## config.mk

```make
export PLATFORM = sky130hd
export DESIGN_NAME = battery_voltage_monitor_core
export DESIGN_NICKNAME = d
export VERILOG_FILES = /design/src/sv/bvm_pkg.sv /design/src/sv/battery_voltage_monitor_core.sv /design/src/sv/bvm_front.sv /design/src/sv/bvm_queue.sv /design/src/sv/bvm_back.sv
export VERILOG_INCLUDE_DIRS = /design/src /design/src/sv
export SDC_FILE = /design/constraint.sdc
export NUM_CORES = 1
export LEC_CHECK = 0
export BUFFER_PORTS_ARGS = -buffer_cell sky130_fd_sc_hd__buf_2
export CORE_MARGIN = 2
export CORE_UTILIZATION = 51
export DETAILED_ROUTE_END_ITERATION = 8
export GPL_TIMING_DRIVEN = 1
export PLACE_DENSITY = 0.76
export SETUP_SLACK_MARGIN = 0.02
export SLEW_MARGIN = 15
export SYNTH_ARGS = -nofsm -noshare
export SYNTH_HDL_FRONTEND = slang
export SYNTH_HIERARCHICAL = 1
export SYNTH_SLANG_ARGS = --single-unit
```

## constraint.sdc

```tcl
create_clock -name clk -period 7.2 [get_ports clk]
set_input_delay 1.44 -clock clk [delete_from_list [all_inputs] [get_ports clk]]
set_output_delay 1.44 -clock clk [all_outputs]
set_load 0.005 [all_outputs]
```

## src/sv/battery_voltage_monitor_core_defines.svh

```systemverilog
// ----------------------------------------------------------------------------
// battery voltage monitor assertion macros
// shared property forms for the core's checks
// ----------------------------------------------------------------------------
`ifndef BATTERY_VOLTAGE_MONITOR_CORE_DEFINES_SVH
`define BATTERY_VOLTAGE_MONITOR_CORE_DEFINES_SVH

// condition must never hold outside reset
`define BVM_ASSERT_NEVER(label, clk, rst, cond, msg) \
  label: assert property (@(posedge clk) disable iff (rst) !(cond)) else $error(msg);

// antecedent implies consequent in the same cycle
`define BVM_ASSERT_IMPLY(label, clk, rst, ante, cons, msg) \
  label: assert property (@(posedge clk) disable iff (rst) (ante) |-> (cons)) else $error(msg);

`endif

```

## src/sv/bvm_pkg.sv

```systemverilog
// ----------------------------------------------------------------------------
// bvm_pkg
// shared constants and types of the battery voltage monitor
// ----------------------------------------------------------------------------
package bvm_pkg;

  localparam int ADC_W            = 12;
  localparam int MV_W             = 15;
  localparam int SAMPLE_COUNT_DEF = 8;
  localparam int QUEUE_DEPTH      = 2;

  localparam int VREF_MV  = 3300;
  localparam int ADC_FULL = 4095;
  localparam int DIV_NUM  = 23;
  localparam int DIV_DEN  = 3;

  localparam int MV_MAX = (((VREF_MV * ADC_FULL + ADC_FULL / 2) / ADC_FULL) * DIV_NUM
                           + DIV_DEN / 2) / DIV_DEN;

  typedef struct packed {
    logic full;
    logic empty;
  } queue_status_t;

endpackage

```

## src/sv/battery_voltage_monitor_core.sv

```systemverilog
// ----------------------------------------------------------------------------
// battery_voltage_monitor_core
// throughput: one sample per cycle while sample_stall is low, one result per SAMPLE_COUNT+1 samples
// the front accumulates in one adder, the back is a six-stage conversion pipe
// reset: synchronous; group position, queue, pipe valids and smoothing primed flag cleared
// ----------------------------------------------------------------------------
`include "battery_voltage_monitor_core_defines.svh"

module battery_voltage_monitor_core import bvm_pkg::*; #(
  parameter int SAMPLE_COUNT = SAMPLE_COUNT_DEF
) (
  input  logic             clk,
  input  logic             rst,
  input  logic             sample_valid,
  output logic             sample_stall,
  input  logic [ADC_W-1:0] adc_sample,
  output logic             result_valid,
  input  logic             result_stall,
  output logic [ADC_W-1:0] average_raw,
  output logic [MV_W-1:0]  battery_mv,
  output logic [MV_W-1:0]  filtered_mv
);

  localparam int SUM_W = $clog2(SAMPLE_COUNT * ADC_FULL + 1);

  queue_status_t    q_status;
  logic             q_push;
  logic             q_pop;
  logic [SUM_W-1:0] q_push_data;
  logic [SUM_W-1:0] q_pop_data;

  bvm_front #(
    .SAMPLE_COUNT(SAMPLE_COUNT),
    .SUM_W       (SUM_W)
  ) u_front (
    .clk         (clk),
    .rst         (rst),
    .sample_valid(sample_valid),
    .sample_stall(sample_stall),
    .adc_sample  (adc_sample),
    .q_status    (q_status),
    .q_push      (q_push),
    .q_data      (q_push_data)
  );

  bvm_queue #(
    .WIDTH(SUM_W),
    .DEPTH(QUEUE_DEPTH)
  ) u_queue (
    .clk      (clk),
    .rst      (rst),
    .push     (q_push),
    .push_data(q_push_data),
    .pop      (q_pop),
    .pop_data (q_pop_data),
    .status   (q_status)
  );

  bvm_back #(
    .SAMPLE_COUNT(SAMPLE_COUNT),
    .SUM_W       (SUM_W)
  ) u_back (
    .clk         (clk),
    .rst         (rst),
    .q_status    (q_status),
    .q_data      (q_pop_data),
    .q_pop       (q_pop),
    .result_valid(result_valid),
    .result_stall(result_stall),
    .average_raw (average_raw),
    .battery_mv  (battery_mv),
    .filtered_mv (filtered_mv)
  );

  `BVM_ASSERT_NEVER(a_no_push_full, clk, rst, q_push && q_status.full, "push into full queue")
  `BVM_ASSERT_NEVER(a_no_pop_empty, clk, rst, q_pop && q_status.empty, "pop from empty queue")
  `BVM_ASSERT_IMPLY(a_meas_range, clk, rst, result_valid, battery_mv <= MV_W'(MV_MAX), "mv out of range")
  `BVM_ASSERT_IMPLY(a_filt_range, clk, rst, result_valid, filtered_mv <= MV_W'(MV_MAX), "filt out of range")

endmodule

```

## src/sv/bvm_front.sv

```systemverilog
// ----------------------------------------------------------------------------
// bvm_front
// takes samples, drops the first of each group, sums the rest and queues
// the group sum on the last sample
// ----------------------------------------------------------------------------
module bvm_front import bvm_pkg::*; #(
  parameter int SAMPLE_COUNT = SAMPLE_COUNT_DEF,
  parameter int SUM_W        = $clog2(SAMPLE_COUNT * ADC_FULL + 1)
) (
  input  logic               clk,
  input  logic               rst,
  input  logic               sample_valid,
  output logic               sample_stall,
  input  logic [ADC_W-1:0]   adc_sample,
  input  queue_status_t      q_status,
  output logic               q_push,
  output logic [SUM_W-1:0]   q_data
);

  localparam int POS_W = $clog2(SAMPLE_COUNT + 1);

  logic [POS_W-1:0] group_position;
  logic [SUM_W-1:0] sample_sum;
  logic [SUM_W-1:0] sum_next;
  logic             last;
  logic             accept;

  assign last         = (group_position == POS_W'(SAMPLE_COUNT));
  assign sample_stall = q_status.full && last;
  assign accept       = sample_valid && !sample_stall;
  assign sum_next     = sample_sum + SUM_W'(adc_sample);

  assign q_push = accept && last;
  assign q_data = sum_next;

  always_ff @(posedge clk) begin
    if (rst) begin
      group_position <= '0;
      sample_sum     <= '0;
    end else if (accept) begin
      if (group_position == '0) begin
        group_position <= POS_W'(1);
        sample_sum     <= '0;
      end else if (last) begin
        group_position <= '0;
        sample_sum     <= '0;
      end else begin
        group_position <= group_position + POS_W'(1);
        sample_sum     <= sum_next;
      end
    end
  end

endmodule

```

## src/sv/bvm_queue.sv

```systemverilog
// ----------------------------------------------------------------------------
// bvm_queue
// short register queue between front and back
// ----------------------------------------------------------------------------
module bvm_queue import bvm_pkg::*; #(
  parameter int WIDTH = 16,
  parameter int DEPTH = QUEUE_DEPTH
) (
  input  logic             clk,
  input  logic             rst,
  input  logic             push,
  input  logic [WIDTH-1:0] push_data,
  input  logic             pop,
  output logic [WIDTH-1:0] pop_data,
  output queue_status_t    status
);

  localparam int PTR_W = (DEPTH > 1) ? $clog2(DEPTH) : 1;
  localparam int CNT_W = $clog2(DEPTH + 1);

  logic [WIDTH-1:0] entries [DEPTH];
  logic [PTR_W-1:0] wr_ptr;
  logic [PTR_W-1:0] rd_ptr;
  logic [CNT_W-1:0] count;

  assign status.full  = (count == CNT_W'(DEPTH));
  assign status.empty = (count == '0);
  assign pop_data     = entries[rd_ptr];

  always_ff @(posedge clk) begin
    if (push) begin
      entries[wr_ptr] <= push_data;
    end
  end

  always_ff @(posedge clk) begin
    if (rst) begin
      wr_ptr <= '0;
      rd_ptr <= '0;
      count  <= '0;
    end else begin
      if (push) begin
        wr_ptr <= (wr_ptr == PTR_W'(DEPTH - 1)) ? '0 : wr_ptr + PTR_W'(1);
      end
      if (pop) begin
        rd_ptr <= (rd_ptr == PTR_W'(DEPTH - 1)) ? '0 : rd_ptr + PTR_W'(1);
      end
      if (push && !pop) begin
        count <= count + CNT_W'(1);
      end else if (pop && !push) begin
        count <= count - CNT_W'(1);
      end
    end
  end

endmodule

```

## src/sv/bvm_back.sv

```systemverilog
// ----------------------------------------------------------------------------
// bvm_back
// converts queued group sums to millivolts and updates the smoothed value
// ----------------------------------------------------------------------------
module bvm_back import bvm_pkg::*; #(
  parameter int SAMPLE_COUNT = SAMPLE_COUNT_DEF,
  parameter int SUM_W        = $clog2(SAMPLE_COUNT * ADC_FULL + 1)
) (
  input  logic             clk,
  input  logic             rst,
  input  queue_status_t    q_status,
  input  logic [SUM_W-1:0] q_data,
  output logic             q_pop,
  output logic             result_valid,
  input  logic             result_stall,
  output logic [ADC_W-1:0] average_raw,
  output logic [MV_W-1:0]  battery_mv,
  output logic [MV_W-1:0]  filtered_mv
);

  // average by reciprocal multiply
  localparam int AVG_SHIFT = SUM_W + $clog2(SAMPLE_COUNT);
  localparam int AVG_PW    = SUM_W + AVG_SHIFT + 1;
  localparam logic [63:0] AVG_RECIP =
    ((64'd1 << AVG_SHIFT) + 64'(SAMPLE_COUNT) - 64'd1) / 64'(SAMPLE_COUNT);

  // pin millivolts
  localparam int PROD_W    = 24;
  localparam int PIN_SHIFT = PROD_W + ADC_W;
  localparam int PIN_PW    = PROD_W + PROD_W + 1;
  localparam logic [63:0] PIN_RECIP =
    ((64'd1 << PIN_SHIFT) + 64'(ADC_FULL) - 64'd1) / 64'(ADC_FULL);

  // battery millivolts
  localparam int NUM_W    = 17;
  localparam int MV_SHIFT = NUM_W + 2;
  localparam int MV_PW    = NUM_W + MV_SHIFT + 1;
  localparam logic [63:0] MV_RECIP =
    ((64'd1 << MV_SHIFT) + 64'(DIV_DEN) - 64'd1) / 64'(DIV_DEN);

  localparam int SMOOTH_W = MV_W + 2;

  logic advance;

  logic              s1_valid, s2_valid, s3_valid, s4_valid, s5_valid;
  logic [ADC_W-1:0]  s1_avg, s2_avg, s3_avg, s4_avg, s5_avg;
  logic [PROD_W-1:0] s2_prod;
  logic [ADC_W-1:0]  s3_pin;
  logic [NUM_W-1:0]  s4_num;
  logic [MV_W-1:0]   s5_meas;
  logic              primed;

  logic [AVG_PW-1:0]   avg_full;
  logic [PIN_PW-1:0]   pin_full;
  logic [MV_PW-1:0]    mv_full;
  logic [SMOOTH_W-1:0] smooth_sum;

  assign advance = !result_valid || !result_stall;
  assign q_pop   = advance && !q_status.empty;

  assign avg_full   = AVG_PW'(q_data) * AVG_PW'(AVG_RECIP);
  assign pin_full   = PIN_PW'(s2_prod) * PIN_PW'(PIN_RECIP);
  assign mv_full    = MV_PW'(s4_num) * MV_PW'(MV_RECIP);
  assign smooth_sum = SMOOTH_W'(filtered_mv) * SMOOTH_W'(3) + SMOOTH_W'(s5_meas)
                      + SMOOTH_W'(2);

  always_ff @(posedge clk) begin
    if (rst) begin
      s1_valid     <= 1'b0;
      s2_valid     <= 1'b0;
      s3_valid     <= 1'b0;
      s4_valid     <= 1'b0;
      s5_valid     <= 1'b0;
      result_valid <= 1'b0;
      primed       <= 1'b0;
    end else if (advance) begin
      s1_valid     <= q_pop;
      s2_valid     <= s1_valid;
      s3_valid     <= s2_valid;
      s4_valid     <= s3_valid;
      s5_valid     <= s4_valid;
      result_valid <= s5_valid;
      if (s5_valid) begin
        primed <= 1'b1;
      end
    end
  end

  always_ff @(posedge clk) begin
    if (advance) begin
      s1_avg  <= avg_full[AVG_SHIFT +: ADC_W];
      s2_avg  <= s1_avg;
      s2_prod <= PROD_W'(s1_avg) * PROD_W'(VREF_MV) + PROD_W'(ADC_FULL / 2);
      s3_avg  <= s2_avg;
      s3_pin  <= pin_full[PIN_SHIFT +: ADC_W];
      s4_avg  <= s3_avg;
      s4_num  <= NUM_W'(s3_pin) * NUM_W'(DIV_NUM) + NUM_W'(DIV_DEN / 2);
      s5_avg  <= s4_avg;
      s5_meas <= mv_full[MV_SHIFT +: MV_W];
      if (s5_valid) begin
        average_raw <= s5_avg;
        battery_mv  <= s5_meas;
        filtered_mv <= primed ? smooth_sum[2 +: MV_W] : s5_meas;
      end
    end
  end

endmodule
```

Word-level counts from Yosys, hierarchy flattened
Memories as Yosys holds them, arrays and structs flattened. A register that Yosys moved wholly into a read port is not among the register bits.
Index checks and enable logic that the tools add are counted.
Storage, ports and cells
  input bits: 16
  word-level logic and storage cells: 69
  RAM bits: 30
  output and inout bits: 44
  memories kept: 1
  register bits: 188
Operators by class
  equal/unequal tests: 2
  muxes and demuxes: 11
  multipliers: 5
  reduce and logical (&&, ||, !) cells: 17
  $add $sub $neg: 10
Memory list
  u_queue.entries: words 2, bits a word 15, rd ports 1, clocked after memory_dff 1, wr ports 1, line bvm_queue.sv:21  | logic [WIDTH-1:0] entries [DEPTH];
Operators by type and width (count)
  multiplier 24 x 24 -> 47 bit, second input constant: 1
  2-to-1 mux 15 bit: 3
  multiplier 17 x 18 -> 34 bit, second input constant: 1
  adder 24 x 11 -> 24 bit, second input constant: 1
  multiplier 12 x 10 -> 22 bit, second input constant: 1
  adder 17 x 1 -> 17 bit, second input constant: 1
  adder 17 x 15 -> 17 bit: 1
  adder 17 x 2 -> 17 bit, second input constant: 1
  multiplier 12 x 5 -> 17 bit, second input constant: 1
  multiplier 15 x 2 -> 17 bit, second input constant: 1
  adder 15 x 12 -> 15 bit: 1
  2-to-1 mux 4 bit: 2
  logical AND 1 bit: 6
  logical NOT 1 bit: 6
  adder 4 x 1 -> 4 bit, second input constant: 1
  == test 4 bit, second input constant: 1
  logical NOT 4 bit: 1
  2-to-1 mux 1 bit: 4
  2-to-1 mux 2 bit: 2
  adder 1 bit, second input constant: 2
  adder 2 x 1 -> 2 bit, second input constant: 1
  == test 2 bit, second input constant: 1
  logical NOT 2 bit: 1
  AND reduction 2 bit: 1
  3 further kinds: 3

Longest topological paths before layout
Gate-level depths: netlist of the first run.
  word-level depth: 9
  gate-level depth with buffers: 22
  depth with buffers taken out: 22

By module
Netlist of the first run, hierarchy kept.
By module, submodules not included
  bvm_back: cells an instance 1404, area an instance 16475.8 um^2, seq. area each 5185.0 um^2, times used 1
  bvm_front: cells an instance 182, area an instance 1536.5 um^2, seq. area each 380.4 um^2, times used 1
  bvm_queue: cells an instance 69, area an instance 1290.0 um^2, seq. area each 1001.0 um^2, times used 1

Least setup slack after synthesis of the first run
No wires, ideal clock.
  path kind: input-to-reg
  start point: input port result_stall
  end point: register u_back.average_raw[0], enable pin
  required time: 6796 ps
  path buffers: 1
  stages on the path: 4
  setup time: 404 ps
  arrival time: 5557 ps
  setup slack: 1238 ps
  cells stage by stage: and2_1 > clkbuf_1 > inv_1 > and2_1
On the way
  longest elaborated chain between the ends: 3
Ends and longest elaborated chain
  from (decl): line battery_voltage_monitor_core.sv:18  | input logic result_stall,
  logical NOT 1 bit: line bvm_back.sv:58  | assign advance = !result_valid || !result_stall;
  logical OR 1 bit: line bvm_back.sv:58
  AND reduction 2 bit (no source line)
  to (signal assigned): line bvm_back.sv:101  | average_raw <= s5_avg;
  to (decl): line bvm_back.sv:16  | output logic [ADC_W-1:0] average_raw,
Every way passes these cells.
A chain may end at the register's enable or synchronous reset.

Final worst setup path of the first run
  start point: register u_back.s4_num[13]
  end point: register u_back.s5_meas[7] (data pin)
On the way
  longest elaborated chain between the ends: 1
Ends and longest elaborated chain
  from (decl): line bvm_back.sv:49  | logic [NUM_W-1:0] s4_num;
  from (signal assigned): line bvm_back.sv:97  | s4_num <= NUM_W'(s3_pin) * NUM_W'(DIV_NUM) + NUM_W'(DIV_DEN / 2);
  multiplier 17 x 18 -> 34 bit: line bvm_back.sv:63  | assign mv_full = MV_PW'(s4_num) * MV_PW'(MV_RECIP);
  net u_back.mv_full[26]: line bvm_back.sv:55  | logic [MV_PW-1:0] mv_full;
  to (signal assigned): line bvm_back.sv:99  | s5_meas <= mv_full[MV_SHIFT +: MV_W];
  to (decl): line bvm_back.sv:50  | logic [MV_W-1:0] s5_meas;
The timed path passes the listed nets, and every way through them passes these cells.

==> reports/metrics.yaml, run 1 <==
drv_slew: 0
r2r_slack_ns: 0.90
cts_buffers: 23
clock_tree.root_cell: "clkbuf_16"
seqCellArea_um2: 6390
antenna_found_initial: 0
vias: 11906
clock_skew_ns: 0.0115
clockBufferDepth: 3
grt_pass1_wl_um: 58600
io_pins: 60
drive_gt1_share_pct: 8.87
arrival_ns: 6.57
slowest_stage: "fa_1"
cpPeakStageDelay_ns: 0.54
port-buffer-count: 59
grt_max_degree: 78
ant_nets: 0
multiInputGateArea_um2: 11500
synth.net_count: 2170
initial_core_util_pct: 52.0
avgViaCountPerCell: 5.40
critPathLaunch: "u_back/s4_num[13]"
post_drt_wl_per_cell_um: 15.8
routabilityCongestion: 0.867
grt_remaining_overflow: 0
fp.dieW_um: 197
worstSkewPairLatency_ns: 0.53
syn_to_final_growth_pct: 8.32
crit_top_cell: "inv_1"
final-setup-viol-count: 0
synthCells: 1646
hold_depth: 0
placementRows: 70
cts_max_level: 1
netlist_area_um2: 19100
coreArea_um2: 36700
first_global_vias: 12621
setup_tns_ns: 0
layout_commonest_cell: "ha_1"
worstMarginPinSlew_ns: 1.10
path_max_fanout: 4
drtIter0Drc: 414
rsz0062_at_grt: "false"
cts_tree: "built"
worstSetupPathType: "flip-flop to flip-flop"
hold_path_class: "flip-flop to flip-flop"
min_from: "u_back/s5_avg[1]"
hpwlAfterDp_um: 28300
fmax_mhz: 159
fillers: 2896
final_nets: 2243
dieArea_um2: 39000
timing.rr.start: "u_back/s4_num[13]"
antenna-diode-count: 0
totalWireLength_um: 34900
slew_headroom_pct: 26.3
finalCritPeriodShare_pct: 87.5
final_cell_mix: "ha_1 (364), inv_1 (315), edfxtp_1 (192), fa_1 (144), nor2_1 (61)"
timing.rr.end: "u_back/s5_meas[7]"
hold_violations: 0
holdPathEnd: "u_back/average_raw[1]"
grt_util_all_layers_pct: 18.5
cp_cell_sequence: "ha_1 > inv_1 > fa_1 > inv_1 > fa_1 > inv_1 > fa_1 > inv_1 > fa_1 > inv_1 > fa_1 > inv_1 > ha_1 > nand4_1 > nor3_1 > a211oi_1 > a21oi_1 > o31ai_1 > nor2b_1 > o21ai_0 > a21oi_1 > xnor2_1"
cts-resized-gates: 0
post-cts-setup-buffers: 0
endpoint_kind: "flip-flop"
status: "finished, final reports clean"
drt-pass1-iter-count: 4
path_clk_slew_ns: 0.06
cts_sinks: 223
post-route-drc-count: 0
synth_area_per_cell_um2: 11.6
cts_hold_buf: 0
startpoint_type: "flip-flop"
reg2reg_depth: 22
yosysWarnings: 6
cp.required_ns: 7.47
die_h_um: 197
min_period_ns: 6.30
cap_violations: 0
## state kept, by name, indices dropped and copies added, names as in the netlist, 15 cells and up, named ones only
register and cells:
u_back/filtered_mv 15, u_front/sample_sum 15, u_queue/entries 24, u_back/s4_num 17, u_back/battery_mv 15, u_back/s5_meas 15
u_back/s2_prod 22
## layout make-up
| class | count | area share [%] |
|---|---|---|
| flip-flops and latches | 223 | 30.9 |
| multi-input cells | 1095 | 55.4 |
| repair buffers | 60 | 1.46 |
| well taps | 468 | 2.83 |
| clock inverters | 12 | 0.629 |
| clock buffers | 30 | 3.06 |
| inverters | 316 | 5.75 |
## worst max path at each step
stage                     cells after the start                     to  slack [ns]
final                                        22      u_back/s5_meas[7]        0.90
after global routing                         20      u_back/s5_meas[7]        0.51
after CTS                                    22      u_back/s5_meas[7]        0.89
after detailed placement                     22      u_back/s5_meas[7]        0.90
after global placement                       22     u_back/s5_meas[14]        1.23
after floorplan                               4  u_back/average_raw[0]        1.24
## critical path: cells and delay by family, from the launching register on
kind | cells | cell delay (ns)
AO/OA/AOI/OAI | 5 | 1.28
buffers and inverters | 6 | 0.35
AND/OR/NAND/NOR | 3 | 0.57
XOR/XNOR | 1 | 0.08
flip-flops | 1 | 0.46
adder cells (fa/ha/maj) | 7 | 3.30
## per-stage QoR
step           setup WS (ns)  std cells  hold WS, ns  cell area (um2)  util, %
4_1_cts                0.892       2204        0.417            20700     56.3
3_3_place_gp            1.23       2162        0.402            19900     54.3
6_report               0.900       2204        0.418            20700     56.3
5_1_grt                0.513       2204        0.422            20700     56.3
3_5_place_dp           0.897       2162        0.405            19900     54.3
2_1_floorplan           1.24       1646        0.400            19100        -
## per-layer routing
metal  up-vias  track usage [%]  wire [um]
met5         -                0          0
met4         0             4.93        865
met3        69             3.00       1180
met2       160             34.7      18300
met1      5842             21.8      14600
li1       5835                -          -
Power of run 1 is not shown: default switching activity piles up to over one toggle a cycle in this logic, so the estimate is an artifact.
==> inputs of run 2 (changes only) <==
Settings changed: ABC_AREA set to 1.
==> reports/metrics.yaml, run 2 <==
cts_sinks: 223
slew_headroom_pct: 30.4
setup_tns_ns: 0
cp.required_ns: 7.51
grt_max_degree: 132
drv_slew: 0
path_clk_slew_ns: 0.06
finalCritPeriodShare_pct: 75.1
clock_skew_ns: 0.0154
antenna_found_initial: 1
synth_area_per_cell_um2: 9.04
cts_buffers: 25
synth.net_count: 2911
io_pins: 60
layout_commonest_cell: "inv_1"
clockBufferDepth: 3
placementRows: 75
die_h_um: 210
netlist_area_um2: 21600
syn_to_final_growth_pct: 8.46
dieArea_um2: 44000
status: "finished, final reports clean"
antenna-diode-count: 0
fp.dieW_um: 210
avgViaCountPerCell: 5.22
path_max_fanout: 5
yosysWarnings: 6
vias: 15785
cts_hold_buf: 0
hold_path_class: "flip-flop to flip-flop"
ant_nets: 0
endpoint_kind: "flip-flop"
cts_tree: "built"
totalWireLength_um: 44000
cap_violations: 0
min_period_ns: 5.41
post-cts-setup-buffers: 0
clock_tree.root_cell: "clkbuf_16"
largest_register_ffs: 24
startpoint_type: "flip-flop"
grt_remaining_overflow: 0
worstSkewPairLatency_ns: 0.56
initial_core_util_pct: 51.6
worstMarginPinSlew_ns: 1.04
hpwlAfterDp_um: 36400
fmax_mhz: 185
drive_gt1_share_pct: 9.06
hold_violations: 0
top_regs: "u_queue/entries: 24 flops, u_back/s2_prod: 22 flops, u_back/s4_num: 17 flops"
cts_max_level: 1
grt_pass1_wl_um: 73900
final_cell_mix: "inv_1 (502), nand2_1 (444), ha_1 (364), edfxtp_1 (192), fa_1 (144)"
coreArea_um2: 41900
fillers: 3614
port-buffer-count: 59
first_global_vias: 15875
largest_register: "u_queue/entries"
final-setup-viol-count: 0
arrival_ns: 5.71
post_drt_wl_per_cell_um: 14.6
grt_util_all_layers_pct: 20.4
synthCells: 2387
final_nets: 2988
worstSetupPathType: "flip-flop to flip-flop"
rsz0062_at_grt: "false"
post-route-drc-count: 0
cts-resized-gates: 0
drt-pass1-iter-count: 6
routabilityCongestion: 0.926
drtIter0Drc: 983
==> run 2: critical path, cell delays in order (launching register included) <==
cell,delay [ns]
edfxtp_1,0.44
ha_1,0.32
inv_1,0.12
fa_1,0.50
fa_1,0.64
inv_1,0.08
fa_1,0.49
inv_1,0.06
fa_1,0.53
inv_1,0.05
fa_1,0.47
ha_1,0.37
a21oi_1,0.20
o21ai_0,0.15
a21oi_1,0.24
nor2_1,0.07
a211oi_1,0.23
nand2_1,0.09
nand2_1,0.06
nand2_1,0.04
==> run 2: per-layer routing <==
metal / track usage [%] / vias to the layer above / part of all wire [%]
met5: 0 / - / 0
met4: 5.28 / 0 / 2.4
met3: 2.53 / 78 / 4.2
met2: 36.2 / 340 / 49
met1: 26.3 / 7485 / 44
li1: - / 7882 / -
==> run 2: path summary, 6_finish.rpt <==
path | slack [ns] | from | end | depth (start not counted)
max | 1.79 | u_back/s4_num[4] | u_back/s5_meas[9] | 19
min reg2reg | 0.42 | u_back/s3_avg[5] | u_back/s4_avg[5] | 0
max reg2reg | 1.79 | u_back/s4_num[4] | u_back/s5_meas[9] | 19
min | 0.42 | u_back/s3_avg[5] | u_back/s4_avg[5] | 0
==> run 2: cell type report <==
type / count / area (um2) / share of cell area [%]
sequential: 223 / 6390 / 27.3
tap: 539 / 674 / 2.88
inverter: 516 / 1940 / 8.27
timing repair buffer: 60 / 323 / 1.38
clock inverter: 17 / 208 / 0.887
multi-input combinational: 1638 / 13200 / 56.4
clock buffer: 29 / 681 / 2.91
==> run 2: per-stage QoR <==
stage / setup WS (ns) / area [um2] / utilization, % / instances / hold WS (ns)
floorplan: 1.42 / 21600 / - / 2387 / 0.400
global placement: 1.86 / 22500 / 53.7 / 2975 / 0.402
detailed placement: 1.80 / 22500 / 53.7 / 2975 / 0.405
CTS: 1.78 / 23400 / 55.9 / 3021 / 0.419
global route: 1.38 / 23400 / 55.9 / 3022 / 0.422
finish: 1.79 / 23400 / 55.9 / 3022 / 0.416
Power of run 2 is left out for the same reason.
==> inputs of run 3 (changes only) <==
Settings changed: PLACE_DENSITY 0.76 to 0.79.
Clock period 7.2 ns to 4.56 ns, I/O delays scaled along.
==> reports/metrics.yaml, run 3 (synthesized netlist as in run 2, its figures left out) <==
ant_nets: 0
clockBufferDepth: 3
clock_skew_ns: 0.00886
drt-pass1-iter-count: 5
io_pins: 60
arrival_ns: 5.28
largest_register: "u_queue/entries"
post_drt_wl_per_cell_um: 15.7
hold_depth: 0
endpoint_kind: "flip-flop"
dieArea_um2: 44000
min_period_ns: 4.97
cts_max_level: 1
grt_max_degree: 83
hold_path_class: "flip-flop to flip-flop"
fp.dieW_um: 210
coreArea_um2: 41900
totalWireLength_um: 50000
reg2reg_depth: 20
first_global_vias: 17134
rsz0062_at_grt: "true"
failed_checks: "setup timing"
cap_violations: 0
top_regs: "u_queue/entries: 24 flops, u_back/s2_prod: 22 flops, u_back/s4_num: 17 flops"
cts_sinks: 223
vias: 16873
worstSetupPathType: "flip-flop to flip-flop"
path_clk_slew_ns: 0.07
wl_met3_um: 2490
slew_headroom_pct: 27.1
syn_to_final_growth_pct: 18.6
fin_area_um2: 25600
utilization_pct: 61.2
worstMarginPinSlew_ns: 1.09
cts_tree: "built"
initial_core_util_pct: 51.6
setup_tns_ns: -5.34
highest_layer: "met4"
grt_remaining_overflow: 0
post-route-drc-count: 0
status: "complete, but fails checks"
crit_top_cell: "fa_1"
hpwlAfterDp_um: 38900
antenna-diode-count: 0
path_max_fanout: 3
routabilityCongestion: 0.938
final-setup-viol-count: 23
fillers: 3195
cpPeakStageDelay_ns: 0.53
post-place-cells: 3116
dr_wl_met2_um: 25200
drv_slew: 0
clock_tree.root_cell: "clkbuf_16"
grt_pass1_wl_um: 80900
cp_cell_sequence: "ha_1 > inv_2 > fa_1 > inv_2 > fa_1 > inv_1 > fa_1 > inv_1 > fa_1 > inv_1 > fa_1 > inv_2 > ha_4 > a21oi_2 > o21a_1 > o21ai_1 > a21oi_1 > nand2_2 > a21oi_2 > xnor2_1"
die_h_um: 210
drive_gt1_share_pct: 21.8
placed_area_um2: 23800
avgViaCountPerCell: 5.29
port-buffer-count: 59
cts_buffers: 25
worstSkewPairLatency_ns: 0.56
drtIter0Drc: 1072
slowest_stage: "fa_1"
hold_violations: 0
finalCritPeriodShare_pct: 109
fmax_mhz: 201
final_cell_mix: "inv_1 (468), nand2_1 (403), ha_1 (326), edfxtp_1 (192), buf_4 (160)"
wl_met1_um: 20600
layout_commonest_cell: "inv_1"
cp.required_ns: 4.87
largest_register_ffs: 24
final_nets: 3155
antenna_found_initial: 0
placementRows: 75
timing.final.ws_setup_ns: -0.411
fin_cells: 3189
grt_util_all_layers_pct: 22.5
startpoint_type: "flip-flop"
-- run 3: cell types whose count changed in the layout (fill, tap and decap cells not counted), sizes merged --
cell / previous run / this run
bufinv: 3 / 1
inv: 521 / 520
clkinv: 6 / 11
clkinvlp: 3 / 4
buf: 60 / 227
clkbuf: 29 / 26
-- run 3: metrics by stage --
stage / hold WS, ns / setup WS [ns]
finish: 0.412 / -0.411
global route: 0.422 / -0.594
CTS: 0.410 / -0.336
detailed placement: 0.405 / -0.447
global placement: 0.403 / -0.347
floorplan: 0.400 / -0.209
-- run 3: final timing paths --
kind	from	slack (ns)	end
worst min register to register	u_back/s3_avg[1]	0.41	u_back/s4_avg[1]
worst min-delay path	u_back/s3_avg[1]	0.41	u_back/s4_avg[1]
worst max-delay path	u_back/s4_num[16]	-0.41	u_back/s5_meas[14]
worst max register to register	u_back/s4_num[16]	-0.41	u_back/s5_meas[14]
-- run 3: repair_timing --
| action | 4_1_cts | 5_1_grt |
|---|---|---|
| endpoints found under the setup margin | 25 | 27 |
| setup buffers | 19 | 9 |
| pin swaps | 78 | 49 |
| gates resized for setup | 116 | 86 |
| cloned | 0 | 0 |
| hold buffers | 0 | 0 |
-- run 3: routing by layer --
layer / vias up / track usage [%]
met5: - / 0
met4: 0 / 7.29
met3: 121 / 3.46
met2: 469 / 40.4
met1: 8055 / 27.8
li1: 8228 / -
-- run 3: cell type report --
cell class / instances / area (um2) / share of cell area (%)
inverter: 516 / 1940 / 7.58
tap: 539 / 674 / 2.63
sequential: 223 / 6390 / 24.9
multi-input combinational: 1638 / 14200 / 55.5
clock buffer: 26 / 629 / 2.46
clock inverter: 20 / 166 / 0.650
timing repair buffer: 227 / 1600 / 6.23
-- run 3: critical path, delay by kind of cell (launching register included) --
| family | cells | cell delay [ns] |
|---|---|---|
| AO/OA/AOI/OAI | 5 | 0.79 |
| XOR/XNOR | 1 | 0.08 |
| adder cells (fa/ha/maj) | 7 | 3.02 |
| buffers and inverters | 6 | 0.30 |
| flip-flops | 1 | 0.43 |
| AND/OR/NAND/NOR | 1 | 0.11 |
Power of run 3 is left out for the same reason.
